`src/hdl/rpc_pkg.sv`:
```
// rpc_pkg: shared types and constants of the recirculation pump controller.
// Used by rpc_sec_div, recirc_pump_controller and rpc_checker. No dependencies.

package rpc_pkg;

  typedef enum logic [2:0] {
    REG_PUMP_TIMEOUT  = 3'd0,
    REG_VALVE_TIMEOUT = 3'd1,
    REG_YIELD_TIMEOUT = 3'd2,
    REG_READ_INTERVAL = 3'd3,
    REG_STOP_TEMP     = 3'd4,
    REG_IDLE_TIMEOUT  = 3'd5
  } reg_idx_t;

  typedef enum logic [1:0] {
    MODE_IDLE   = 2'd0,
    MODE_NORMAL = 2'd1,
    MODE_FULL   = 2'd2
  } loop_mode_t;

  typedef enum logic [1:0] {
    SLEEP_MIN   = 2'd0,
    SLEEP_MID   = 2'd1,
    SLEEP_MAX   = 2'd2
  } sleep_t;

  localparam int FLAG_FULL      = 0;
  localparam int FLAG_HOLDOFF   = 1;
  localparam int FLAG_FIRST_RUN = 2;

  localparam int MSEC_PER_SEC = 1000;
  localparam int DIV_SHIFT    = 26;
  localparam int DIV_MULT     = ((1 << DIV_SHIFT) + MSEC_PER_SEC - 1) / MSEC_PER_SEC;
  localparam int SECS_W       = 7;

  localparam logic [15:0] PUMP_TIMER_RST = 16'd10;
  localparam logic [15:0] INIT_YIELD     = 16'd10;
  localparam logic [15:0] BLINK_RELOAD   = 16'd5;
  localparam logic [15:0] IDLE_MIN       = 16'd600;
  localparam logic [17:0] REFRESH_YIELD  = 18'd180;
  localparam logic signed [15:0] TEMP_HOLD_MAX = 16'sd1000;

  // result word, lowest bit is pump_on
  typedef struct packed {
    logic [2:0]  pad;
    logic        temps_latched;
    logic [15:0] pump_seconds_left;
    logic [2:0]  status_flags;
    logic [1:0]  sleep_class;
    logic        blink_idle;
    logic        blink_yield;
    logic        blink_valve;
    logic        blink_pump;
    logic [1:0]  loop_mode;
    logic        pump_on;
  } out_word_t;

endpackage

```
`src/hdl/rpc_sec_div.sv`:
```
// rpc_sec_div: whole seconds in a 16-bit millisecond difference.
// Reciprocal multiply, exact over the full 16-bit range. Uses rpc_pkg.

module rpc_sec_div (
  input  logic [15:0]                msec_diff,
  output logic [rpc_pkg::SECS_W-1:0] secs
);

  localparam int PROD_W = 16 + 17;

  logic [PROD_W-1:0] prod;

  assign prod = {17'd0, msec_diff} * PROD_W'(rpc_pkg::DIV_MULT);
  assign secs = prod[rpc_pkg::DIV_SHIFT +: rpc_pkg::SECS_W];

endmodule

```
`src/hdl/recirc_pump_controller.sv`:
```
// recirc_pump_controller: hot-water recirculation pump controller, top level.
// Each round word moves from the input register through the round logic into
// the result register, both one deep. Throughput: one control round per cycle
// unless a full result register is stalled by out_tready low.
// Reset (rst_n low, synchronous): registers to their defaults, pump timer 10,
// initial run flag set, both stages empty. Depends on rpc_pkg, rpc_sec_div.

module recirc_pump_controller #(
  parameter int SENSORS        = 4,
  parameter int ADC_FULL_SCALE = 4095
) (
  input  logic         clk,
  input  logic         rst_n,
  input  logic         in_tvalid,
  output logic         in_tready,
  // clock_msec[31:0], flow_level[43:32], sensor_count[46:44],
  // temp_a[62:47], temp_b[78:63], temp_c[94:79], temp_d[110:95], zero[111]
  input  logic [111:0] in_tdata,
  output logic         out_tvalid,
  input  logic         out_tready,
  // pump_on[0], loop_mode[2:1], blink_pump[3], blink_valve[4], blink_yield[5],
  // blink_idle[6], sleep_class[8:7], status_flags[11:9],
  // pump_seconds_left[27:12], temps_latched[28], zero[31:29]
  output logic [31:0]  out_tdata,
  input  logic         cfg_wr_en,
  input  logic [2:0]   cfg_index,
  input  logic [15:0]  cfg_wdata
);

  localparam int NUM_TEMP_IN = 4;
  localparam int NLAT  = (SENSORS < NUM_TEMP_IN) ? SENSORS : NUM_TEMP_IN;
  localparam int CNT_W = $clog2(NLAT + 1);
  localparam logic [16:0] TH_ANY = 17'(ADC_FULL_SCALE * 90 / 100);
  localparam logic [16:0] TH_VER = 17'(ADC_FULL_SCALE * 50 / 100);

  // configuration
  logic [10:0] pump_to_r, yield_to_r;
  logic [8:0]  valve_to_r;
  logic [15:0] read_iv_r, idle_to_r;
  logic [9:0]  stop_t_r;

  always_ff @(posedge clk) begin
    if (!rst_n) begin
      pump_to_r  <= 11'd180;
      valve_to_r <= 9'd20;
      yield_to_r <= 11'd300;
      read_iv_r  <= 16'd10;
      stop_t_r   <= 10'd420;
      idle_to_r  <= 16'd0;
    end else if (cfg_wr_en) begin
      case (rpc_pkg::reg_idx_t'(cfg_index))
        rpc_pkg::REG_PUMP_TIMEOUT:  pump_to_r  <= cfg_wdata[10:0];
        rpc_pkg::REG_VALVE_TIMEOUT: valve_to_r <= cfg_wdata[8:0];
        rpc_pkg::REG_YIELD_TIMEOUT: yield_to_r <= cfg_wdata[10:0];
        rpc_pkg::REG_READ_INTERVAL: read_iv_r  <= cfg_wdata;
        rpc_pkg::REG_STOP_TEMP:     stop_t_r   <= cfg_wdata[9:0];
        rpc_pkg::REG_IDLE_TIMEOUT:  idle_to_r  <= cfg_wdata;
        default: ;
      endcase
    end
  end

  // input stage
  logic         in_v_r;
  logic [111:0] in_data_r;
  logic         out_v_r;
  rpc_pkg::out_word_t out_r, out_nxt;
  logic         adv;

  assign adv       = in_v_r && (!out_v_r || out_tready);
  assign in_tready = !in_v_r || adv;

  always_ff @(posedge clk) begin
    if (!rst_n) begin
      in_v_r <= 1'b0;
    end else if (in_tready) begin
      in_v_r <= in_tvalid;
    end
  end

  always_ff @(posedge clk) begin
    if (in_tvalid && in_tready) begin
      in_data_r <= in_tdata;
    end
  end

  // round state
  logic [15:0] last_msec_r, last_msec_nxt;
  logic [15:0] pump_tm_r, valve_tm_r, yield_tm_r, read_tm_r, blink_tm_r, idle_tm_r;
  logic [15:0] pump_tm_nxt, valve_tm_nxt, yield_tm_nxt, read_tm_nxt;
  logic [15:0] blink_tm_nxt, idle_tm_nxt;
  logic [2:0]  flags_r, flags_nxt;
  logic        running_r, running_nxt;
  logic signed [15:0] temps_r [NLAT];
  logic signed [15:0] temps_nxt [NLAT];
  logic [CNT_W-1:0]   lat_cnt_r, lat_cnt_nxt;

  logic [31:0] clk_in;
  logic [11:0] flow_in;
  logic [2:0]  cnt_in;
  logic signed [15:0] temp_in [NUM_TEMP_IN];
  logic [rpc_pkg::SECS_W-1:0] secs;

  assign clk_in  = in_data_r[31:0];
  assign flow_in = in_data_r[43:32];
  assign cnt_in  = in_data_r[46:44];
  always_comb begin
    for (int i = 0; i < NUM_TEMP_IN; i++) begin
      temp_in[i] = $signed(in_data_r[47 + 16 * i +: 16]);
    end
  end

  rpc_sec_div u_div (
    .msec_diff (clk_in[15:0] - last_msec_r),
    .secs      (secs)
  );

  function automatic logic [15:0] dec_sat(input logic [15:0] v,
                                          input logic [rpc_pkg::SECS_W-1:0] by);
    logic [15:0] by16;
    by16 = {{(16 - rpc_pkg::SECS_W){1'b0}}, by};
    return (v > by16) ? (v - by16) : 16'd0;
  endfunction

  always_comb begin
    logic use_any, use_ver, latch, hold, idle_on, b_yield, b_idle;
    logic [1:0] sleep;
    logic [1:0] mode;
    logic [CNT_W-1:0] n;

    last_msec_nxt = last_msec_r;
    pump_tm_nxt   = pump_tm_r;
    valve_tm_nxt  = valve_tm_r;
    yield_tm_nxt  = yield_tm_r;
    read_tm_nxt   = read_tm_r;
    blink_tm_nxt  = blink_tm_r;
    idle_tm_nxt   = idle_tm_r;
    flags_nxt     = flags_r;
    running_nxt   = running_r;
    temps_nxt     = temps_r;
    lat_cnt_nxt   = lat_cnt_r;
    b_yield       = 1'b0;
    b_idle        = 1'b0;
    sleep         = rpc_pkg::SLEEP_MIN;
    hold          = 1'b0;
    idle_on       = idle_to_r >= rpc_pkg::IDLE_MIN;

    if (secs != '0) begin
      last_msec_nxt = clk_in[15:0];
      pump_tm_nxt   = dec_sat(pump_tm_r, secs);
      valve_tm_nxt  = dec_sat(valve_tm_r, secs);
      yield_tm_nxt  = dec_sat(yield_tm_r, secs);
      read_tm_nxt   = dec_sat(read_tm_r, secs);
      blink_tm_nxt  = dec_sat(blink_tm_r, secs);
      if (idle_on) idle_tm_nxt = dec_sat(idle_tm_r, secs);
    end

    latch = (read_iv_r != 16'd0) && (read_tm_nxt == 16'd0);
    n = (32'(cnt_in) > NLAT) ? CNT_W'(NLAT) : CNT_W'(cnt_in);
    if (latch) begin
      read_tm_nxt = read_iv_r;
      for (int i = 0; i < NLAT; i++) begin
        if (CNT_W'(i) < n) temps_nxt[i] = temp_in[i];
      end
      lat_cnt_nxt = n;
    end

    use_any = {5'd0, flow_in} <= TH_ANY;
    use_ver = use_any && ({5'd0, flow_in} < TH_VER);

    if (use_ver) flags_nxt[rpc_pkg::FLAG_FULL] = 1'b1;

    if (pump_tm_nxt == 16'd0 && !flags_nxt[rpc_pkg::FLAG_FIRST_RUN] &&
        !flags_nxt[rpc_pkg::FLAG_HOLDOFF] && use_any) begin
      pump_tm_nxt = {5'd0, pump_to_r};
    end

    if (read_iv_r != 16'd0 && stop_t_r != 10'd0 && pump_tm_nxt != 16'd0) begin
      for (int i = 0; i < NLAT; i++) begin
        if (CNT_W'(i) < lat_cnt_nxt && temps_nxt[i] < rpc_pkg::TEMP_HOLD_MAX &&
            temps_nxt[i] < $signed({6'd0, stop_t_r})) begin
          hold = 1'b1;
        end
      end
      if (!hold) pump_tm_nxt = 16'd0;
    end

    if (valve_tm_nxt == 16'd0) mode = rpc_pkg::MODE_IDLE;
    else if (flags_nxt[rpc_pkg::FLAG_FULL]) mode = rpc_pkg::MODE_FULL;
    else mode = rpc_pkg::MODE_NORMAL;
    out_nxt.blink_pump  = pump_tm_nxt != 16'd0;
    out_nxt.blink_valve = valve_tm_nxt != 16'd0;

    if (pump_tm_nxt != 16'd0) begin
      if (!running_r) begin
        running_nxt = 1'b1;
        flags_nxt[rpc_pkg::FLAG_HOLDOFF] = 1'b1;
        yield_tm_nxt = {5'd0, yield_to_r};
      end
    end else if (running_r) begin
      running_nxt = 1'b0;
      flags_nxt[rpc_pkg::FLAG_FULL]    = 1'b0;
      flags_nxt[rpc_pkg::FLAG_HOLDOFF] = 1'b1;
      valve_tm_nxt = {7'd0, valve_to_r};
      yield_tm_nxt = {5'd0, yield_to_r};
      if (flags_nxt[rpc_pkg::FLAG_FIRST_RUN]) begin
        flags_nxt[rpc_pkg::FLAG_FIRST_RUN] = 1'b0;
        yield_tm_nxt = rpc_pkg::INIT_YIELD;
      end
      if (idle_on) idle_tm_nxt = idle_to_r;
    end else begin
      if (yield_tm_nxt == 16'd0) flags_nxt[rpc_pkg::FLAG_HOLDOFF] = 1'b0;
      if (flags_nxt[rpc_pkg::FLAG_HOLDOFF]) begin
        b_yield = 1'b1;
        // refresh only early in the yield period
        if (yield_tm_nxt < {5'd0, yield_to_r} &&
            $signed({2'd0, yield_tm_nxt}) >
            $signed({7'd0, yield_to_r}) - $signed(rpc_pkg::REFRESH_YIELD) &&
            use_any) begin
          yield_tm_nxt = {5'd0, yield_to_r};
        end
        sleep = rpc_pkg::SLEEP_MID;
      end else begin
        if (blink_tm_nxt == 16'd0) begin
          b_idle = 1'b1;
          blink_tm_nxt = rpc_pkg::BLINK_RELOAD;
        end
        sleep = rpc_pkg::SLEEP_MAX;
      end
    end

    out_nxt.pad               = 3'd0;
    out_nxt.temps_latched     = latch;
    out_nxt.pump_seconds_left = pump_tm_nxt;
    out_nxt.status_flags      = flags_nxt;
    out_nxt.sleep_class       = sleep;
    out_nxt.blink_idle        = b_idle;
    out_nxt.blink_yield       = b_yield;
    out_nxt.loop_mode         = mode;
    out_nxt.pump_on           = running_nxt;
  end

  always_ff @(posedge clk) begin
    if (!rst_n) begin
      last_msec_r <= 16'd0;
      pump_tm_r   <= rpc_pkg::PUMP_TIMER_RST;
      valve_tm_r  <= 16'd0;
      yield_tm_r  <= 16'd0;
      read_tm_r   <= 16'd0;
      blink_tm_r  <= 16'd0;
      idle_tm_r   <= 16'd0;
      flags_r     <= 3'(1 << rpc_pkg::FLAG_FIRST_RUN);
      running_r   <= 1'b0;
      lat_cnt_r   <= '0;
      for (int i = 0; i < NLAT; i++) temps_r[i] <= 16'sd0;
    end else if (adv) begin
      last_msec_r <= last_msec_nxt;
      pump_tm_r   <= pump_tm_nxt;
      valve_tm_r  <= valve_tm_nxt;
      yield_tm_r  <= yield_tm_nxt;
      read_tm_r   <= read_tm_nxt;
      blink_tm_r  <= blink_tm_nxt;
      idle_tm_r   <= idle_tm_nxt;
      flags_r     <= flags_nxt;
      running_r   <= running_nxt;
      lat_cnt_r   <= lat_cnt_nxt;
      temps_r     <= temps_nxt;
    end
  end

  // result stage
  always_ff @(posedge clk) begin
    if (!rst_n) begin
      out_v_r <= 1'b0;
    end else if (adv) begin
      out_v_r <= 1'b1;
    end else if (out_tready) begin
      out_v_r <= 1'b0;
    end
  end

  always_ff @(posedge clk) begin
    if (adv) out_r <= out_nxt;
  end

  assign out_tvalid = out_v_r;
  assign out_tdata  = out_r;

endmodule

```
`config.mk`:
```
export PLATFORM = sky130hd
export DESIGN_NAME = recirc_pump_controller
export DESIGN_NICKNAME = d
export VERILOG_FILES = /design/src/hdl/rpc_pkg.sv /design/src/hdl/rpc_sec_div.sv /design/src/hdl/recirc_pump_controller.sv
export SDC_FILE = /design/constraint.sdc
export NUM_CORES = 1
export LEC_CHECK = 0
export ABC_AREA = 1
export BUFFER_PORTS_ARGS = -buffer_cell sky130_fd_sc_hd__buf_4
export CELL_PAD_IN_SITES_DETAIL_PLACEMENT = 1
export CELL_PAD_IN_SITES_GLOBAL_PLACEMENT = 1
export CORE_MARGIN = 8
export CORE_UTILIZATION = 46
export CTS_CLUSTER_DIAMETER = 120
export CTS_CLUSTER_SIZE = 40
export DETAILED_ROUTE_END_ITERATION = 8
export GPL_TIMING_DRIVEN = 0
export PLACE_DENSITY_LB_ADDON = 0.1
export RECOVER_POWER = 50
export REMOVE_ABC_BUFFERS = 1
export SETUP_SLACK_MARGIN = 0.02
export SYNTH_ARGS = -nofsm -noshare
export SYNTH_HDL_FRONTEND = slang
export SYNTH_HIERARCHICAL = 1
export SYNTH_SLANG_ARGS = --single-unit
```
`constraint.sdc`:
```
create_clock -name clk -period 13.8 [get_ports clk]
set_input_delay 0.69 -clock clk [delete_from_list [all_inputs] [get_ports clk]]
set_output_delay 0.69 -clock clk [all_outputs]
set_load 0.02 [all_outputs]
```
### Word level (Yosys, flattened, before mapping)

Index checks and enable logic that the tools add are counted.
Widths: inputs -> output; s select.

* add/sub/neg operators: 7
* $mul: 1
* div/mod/pow operators: 0
* order comparisons: 26
* eq/ne operators: 4
* shift-type cells: 0
* mux-type cells: 56
* bitwise gates (word level): 0
* reductions and logical operators: 46

Operators with widths (count)
* $mux 16: 29
* $gt 16x7->1: 5
* $logic_not 16->1: 5
* $lt 16x11->1: 5
* $sub 16x7->16: 5
* $lt 16x11->1 const B: 4
* $mux 64: 1
* $reduce_bool 16->1: 4
* $mul 16x17->33 const B: 1
* $mux 1: 21
* $logic_and 1x1->1: 19
* $gt 17x12->1: 1
* $sub 16x16->16: 1
* $le 12x12->1 const B: 1
* $lt 1x3->1 const A: 4
* $lt 12x11->1 const B: 1
* $lt 2x3->1 const A: 4
* $reduce_and 2->1: 6
* $sub 11x8->12 const B: 1
* $mux 11: 1
* $reduce_bool 10->1: 1
* $reduce_bool 7->1: 1
* $eq 3x2->1 const B: 2
* $mux 3: 2
* 10 further kinds: 15

* bits in registers: 366
* bits in latches: 0
* memory bits (writable): 0
* memory bits (read-only): 0
* output and inout bits: 34
* memories: 0

### Depth between registers and ports, before layout

* depth after elaboration: 23
* mapped depth: 82

### Cells and area by module

The synthesis kept the hierarchy.

Modules (own cells, without submodules)
* recirc_pump_controller: instances 1, cells each 2831, area each 20589.7 um^2, seq. area each 8187.9 um^2
* rpc_sec_div: instances 1, cells each 520, area each 3861.2 um^2, seq. area each 0.0 um^2

### Worst setup path after synthesis

Ideal clock, no wire load.

* path kind: reg-to-reg
* start point: register in_data_r[2]
* end point: register yield_tm_r[6]
* setup time: 0.109 ns
* arrival: 10.165 ns
* data required time: 13.691 ns
* path slack: 3.526 ns
* stages on the path, launching flop included: 66
* path buffers: 1
* path through: edfxtp_1 > ha_1 > nand3b_1 > and2_1 > inv_1 > a21oi_1 > o21bai_1 > a21oi_1 > o21ai_0 > a21oi_1 > o21bai_1 > a21oi_1 > o21bai_1 > nand2_1 > nand2_1 > a21oi_1 > o21ai_0 > a21oi_1 > [... 30 more ...] > nand3_1 > inv_1 > ha_1 > a21oi_1 > o21ai_0 > a211oi_1 > nand3_1 > a2111oi_0 > nand4_1 > nor2_1 > clkbuf_1 > o21ai_0 > nand2_1 > o31ai_1 > nand2_1 > nand3_1 > nand2_1 > inv_1

* word-level cells in the longest chain between the ends: 20
* elaborated cells on any way between the ends: 67
* classes of those cells: 4 x add/sub; 1 x mul; 17 x order compare; 24 x mux; 21 x reduce/logical

RTL lines
* start, declared: line recirc_pump_controller.sv:65 `logic [111:0] in_data_r;`
* start signal, assigned: line recirc_pump_controller.sv:83 `in_data_r <= in_tdata;`
* $sub 16x16->16 (*): line recirc_pump_controller.sv:114 `.msec_diff (clk_in[15:0] - last_msec_r),`
* $mul 16x17->33 (*): line rpc_sec_div.sv:13 `assign prod = {17'd0, msec_diff} * PROD_W'(rpc_pkg::DIV_MULT);`
* named net secs, one bit: line recirc_pump_controller.sv:102 `logic [rpc_pkg::SECS_W-1:0] secs;`
* $sub 16x7->16 or $gt 16x7->1 (tied branches): line recirc_pump_controller.sv:122 `return (v > by16) ? (v - by16) : 16'd0;`
* $mux 16: line recirc_pump_controller.sv:122
* $mux 16: line recirc_pump_controller.sv:148 `if (secs != '0) begin`
* $logic_not 16->1: line recirc_pump_controller.sv:158 `latch = (read_iv_r != 16'd0) && (read_tm_nxt == 16'd0);`
* $logic_and 1x1->1: line recirc_pump_controller.sv:158
* $mux 64 or $mux 3 (tied branches): line recirc_pump_controller.sv:160 `if (latch) begin`
* $lt 16x11->1 or $lt 1x3->1 (tied branches): line recirc_pump_controller.sv:180 `if (CNT_W'(i) < lat_cnt_nxt && temps_nxt[i] < rpc_pkg::TEMP_HOLD_MAX &&`
* $logic_and 1x1->1 (2 in series): line recirc_pump_controller.sv:180
* $mux 1 (4 in series): line recirc_pump_controller.sv:180
* $mux 1: line recirc_pump_controller.sv:178 `if (read_iv_r != 16'd0 && stop_t_r != 10'd0 && pump_tm_nxt != 16'd0) begin`
* $mux 16: line recirc_pump_controller.sv:185 `if (!hold) pump_tm_nxt = 16'd0;`
* $mux 16: line recirc_pump_controller.sv:178
* $reduce_bool 16->1: line recirc_pump_controller.sv:194 `if (pump_tm_nxt != 16'd0) begin`
* $mux 16 (*): line recirc_pump_controller.sv:194
* end signal, assigned: line recirc_pump_controller.sv:260 `yield_tm_r <= yield_tm_nxt;`
* end, declared: line recirc_pump_controller.sv:89 `logic [15:0] pump_tm_r, valve_tm_r, yield_tm_r, read_tm_r, blink_tm_r, idle_tm_r;`

Mark *: on every way through the listed nets, which the timed path passes. The rest lies on a longest branch. The select of a mux whose other input is x is not followed.
A chain may end at the register's enable or synchronous reset.

==> results.cfg <==
[logic_synthesis]
synth_xor_xnor_area_share_pct = 1.325
synthFlopType = sky130_fd_sc_hd__dfxtp_1
yosys_warnings = 6
synth_async_sr_flop_share_pct = 0
yosys_register_bits = 348
synth_cell_type_count = 61
synth_compound_area_share_pct = 13.66
synthMostInstantiatedCell = sky130_fd_sc_hd__nand2_1
netlist_area_um2 = 24450
synth.top_cell.area_share_pct = 18.50
synth_top_cells_by_count = sky130_fd_sc_hd__nand2_1, sky130_fd_sc_hd__inv_1, sky130_fd_sc_hd__nor2_1
yosysTopAreaCell = sky130_fd_sc_hd__dfxtp_1
ys_seq_area_share_pct = 33.49
synthCells = 3351
ys_top_cells_by_area = sky130_fd_sc_hd__dfxtp_1, sky130_fd_sc_hd__edfxtp_1, sky130_fd_sc_hd__ha_1, sky130_fd_sc_hd__nand2_1, sky130_fd_sc_hd__inv_1
synth_enable_flop_cells = 122
synthesis.area_per_instance_um2 = 7.297
synth_top_family_by_area = simple AND/OR/NAND/NOR gates
simple_gate_portion_of_the_synthesized_area_pct = 25.02
muxShareOfSynthArea_pct = 0.1637
synthAdderAreaFrac_pct = 16.12

[finish]
multi_input_comb_area_um2 = 13860
drive_above_1_share_pct = 6.858
finalNetCount = 3856
number_of_antenna_diodes = 0
register_cell_area_after_layout_um2 = 8189
fillers = 6748
summed_area_of_non_filler_cells_in_the_final_layout_um2 = 26640
area_growth_syn_to_layout_pct = 8.970

[sta]
rsz_0062_raised_after_global_routing = false
finalSetupViolations = 0
max_frequency_mhz = 78.51
final.setup_skew_ns = 0.06510
worst_slew_margin_rel_pct = -185.7
worst-slew-pin-transition_ns = 4.285
timing.final.max_slew_violations = 257
fin_crit_sh_pct = 92.30
final-hold-violation-count = 0
post-route-min-period_ns = 12.74
final_critical_path_setup_slack_ns = 1.063

[status]
status = finished with violations
violated_checks = capacitance limit, slew limit

[detailed_routing]
postRouteAntennaNets = 0
drt_pre_antenna_iters = 5
top_signal_layer_used = met4
wl_met2_um = 38300
via_count = 22370
first_iter_violations = 874
route.layer.met1.wl_um = 33130
dr_wl_met3_um = 2007
avgRoutedWirePerCell_um = 18.25
drcViolationCount = 0
via_density = 5.417
finalWirelength_um = 75350

[clock_network]
clk_transition_reported_paths_ns = 0.16
numCtsBuffers = 15
cts_root_buf = sky130_fd_sc_hd__clkbuf_16
tritoncts = built
cts.path.max_buffers = 3
clock_sinks = 348
h-tree-depth = 1
worst_skew_pair.late_latency_ns = 0.57
holdBufCountCts = 0

[worst_setup_path]
timing.critical_path.arrival_ns = 13.04
crit_path_end_kind = flop
worst_ep_required_time_ns = 14.10
crit_path_max_incr_delay_ns = 0.53
cpMaxStageDelayCell = sky130_fd_sc_hd__ha_1
setup.worst_path.start_class = flop
worst-setup-path-type = flop to flop
cp_num_buf_inv = 12
worst_path_dominant_cell_family = simple AND/OR/NAND/NOR gates
crit_fanout = 21
critical-path-top-cell-by-count = sky130_fd_sc_hd__nand2_1

[floorplanning]
num_io_pins = 170
die-height_um = 246.6
std_cell_rows = 84
initial_core_utilization_pct = 46.53
core_region_area_um2 = 52550
die_area_um2 = 60790
dieWidth_um = 246.6

[placed_design]
routabilityCongestion = 0.8656
place_hpwl_um = 57440
placed_area_um2 = 26110
preCtsSetupSlack_ns = 0.1639
io_buffer_count = 149

[grt]
track_usage_pct = 24.31
number_of_antenna_violations_at_the_first_check_in_global_routing = 1
number_of_global_route_vias_before_repair = 24140
grt_start_max_net_pins = 139
grt_pass1_wl_um = 121900
grt_overflow_total = 0

[run]
maxCapViolCount = 4

[min_path]
worst_hold_class = primary input to flop
==> flip-flops by register name, summed over array words and instances (netlist names) <==
name         flops
in_data_r       95
temps_r         64
out_tdata       27
blink_tm_r      16
last_msec_r     16
pump_tm_r       16
read_iv_r       16
read_tm_r       16
valve_tm_r      16
yield_tm_r      16
pump_to_r       11
yield_to_r      11
stop_t_r        10
valve_to_r       9
flags_r          3
lat_cnt_r        3
in_v_r           1
out_tvalid       1
running_r        1
==> cell usage in the layout, fill, tap and decap left out, types with 25 or more instances in the layout <==
master	count
sky130_fd_sc_hd__a21oi_1	245
sky130_fd_sc_hd__buf_4	30
sky130_fd_sc_hd__clkbuf_1	44
sky130_fd_sc_hd__clkbuf_4	90
sky130_fd_sc_hd__dfxtp_1	225
sky130_fd_sc_hd__edfxtp_1	122
sky130_fd_sc_hd__fa_1	45
sky130_fd_sc_hd__ha_1	243
sky130_fd_sc_hd__inv_1	509
sky130_fd_sc_hd__nand2_1	758
sky130_fd_sc_hd__nand3_1	177
sky130_fd_sc_hd__nand4_1	59
sky130_fd_sc_hd__nor2_1	318
sky130_fd_sc_hd__nor3_1	25
sky130_fd_sc_hd__o211ai_1	35
sky130_fd_sc_hd__o21ai_0	234
==> repair_timing <==
action / CTS / global route
gates resized for setup: 0 / 16
buffers inserted: 0 / 9
setup endpoints to repair: 0 / 57
==> worst paths after layout <==
check                                               endpoint                         start  slack [ns]  cells after the start
worst min-delay path                 in_data_r[86]$_DFFE_PP_                  in_tdata[86]        0.29                      1
worst min register to register  last_msec_r[13]$_SDFFE_PN0P_  last_msec_r[13]$_SDFFE_PN0P_        0.46                      2
worst max-delay path              out_tdata[8]$_SDFFCE_PP0P_        in_data_r[2]$_DFFE_PP_        1.06                     72
worst max register to register    out_tdata[8]$_SDFFCE_PP0P_        in_data_r[2]$_DFFE_PP_        1.06                     72
==> cells by family (layout without fill, tap and decap cells) <==
| family | count (synthesis) | after routing |
|---|---|---|
| buffers and inverters | 637 | 725 |
| DFF | 348 | 348 |
| muxes | 4 | 4 |
| and+or+nand+nor | 1433 | 1433 |
| AOI/OAI and AO/OA | 603 | 603 |
| other | 1 | 3 |
| xor gates and xnor gates | 37 | 37 |
| adders and majority gates | 288 | 288 |
==> final cells by class <==
class                      instances  area share [%]
multi-input combinational       2368           52.00
sequential                       348           30.73
inverter                         533           7.584
timing repair buffer             166           4.414
tap                              688           3.231
clock buffer                      19           1.465
clock inverter                     7          0.5682
==> stage by stage <==
stage | TNS [ns] | instances | util [%] | hold WS [ns]
3_3_place_gp | -41.87 | 4086 | 49.37 | 0.4434
2_1_floorplan | 0 | 3249 | - | 0.4292
5_1_grt | 0 | 4129 | 50.70 | 0.2569
4_1_cts | 0 | 4118 | 50.72 | 0.2392
3_5_place_dp | 0 | 4092 | 49.69 | 0.4510
6_report | 0 | 4129 | 50.70 | 0.2886
==> routing by layer <==
| metal | track usage, % | up-vias |
|---|---|---|
| met5 | 0 | - |
| met4 | 6.737 | 0 |
| met3 | 2.328 | 108 |
| met2 | 45.29 | 302 |
| met1 | 29.40 | 10900 |
| li1 | - | 11060 |
Power is left out: the tool's default activity adds up to more than one toggle a clock period on the data nets, which glitch-free logic cannot reach.
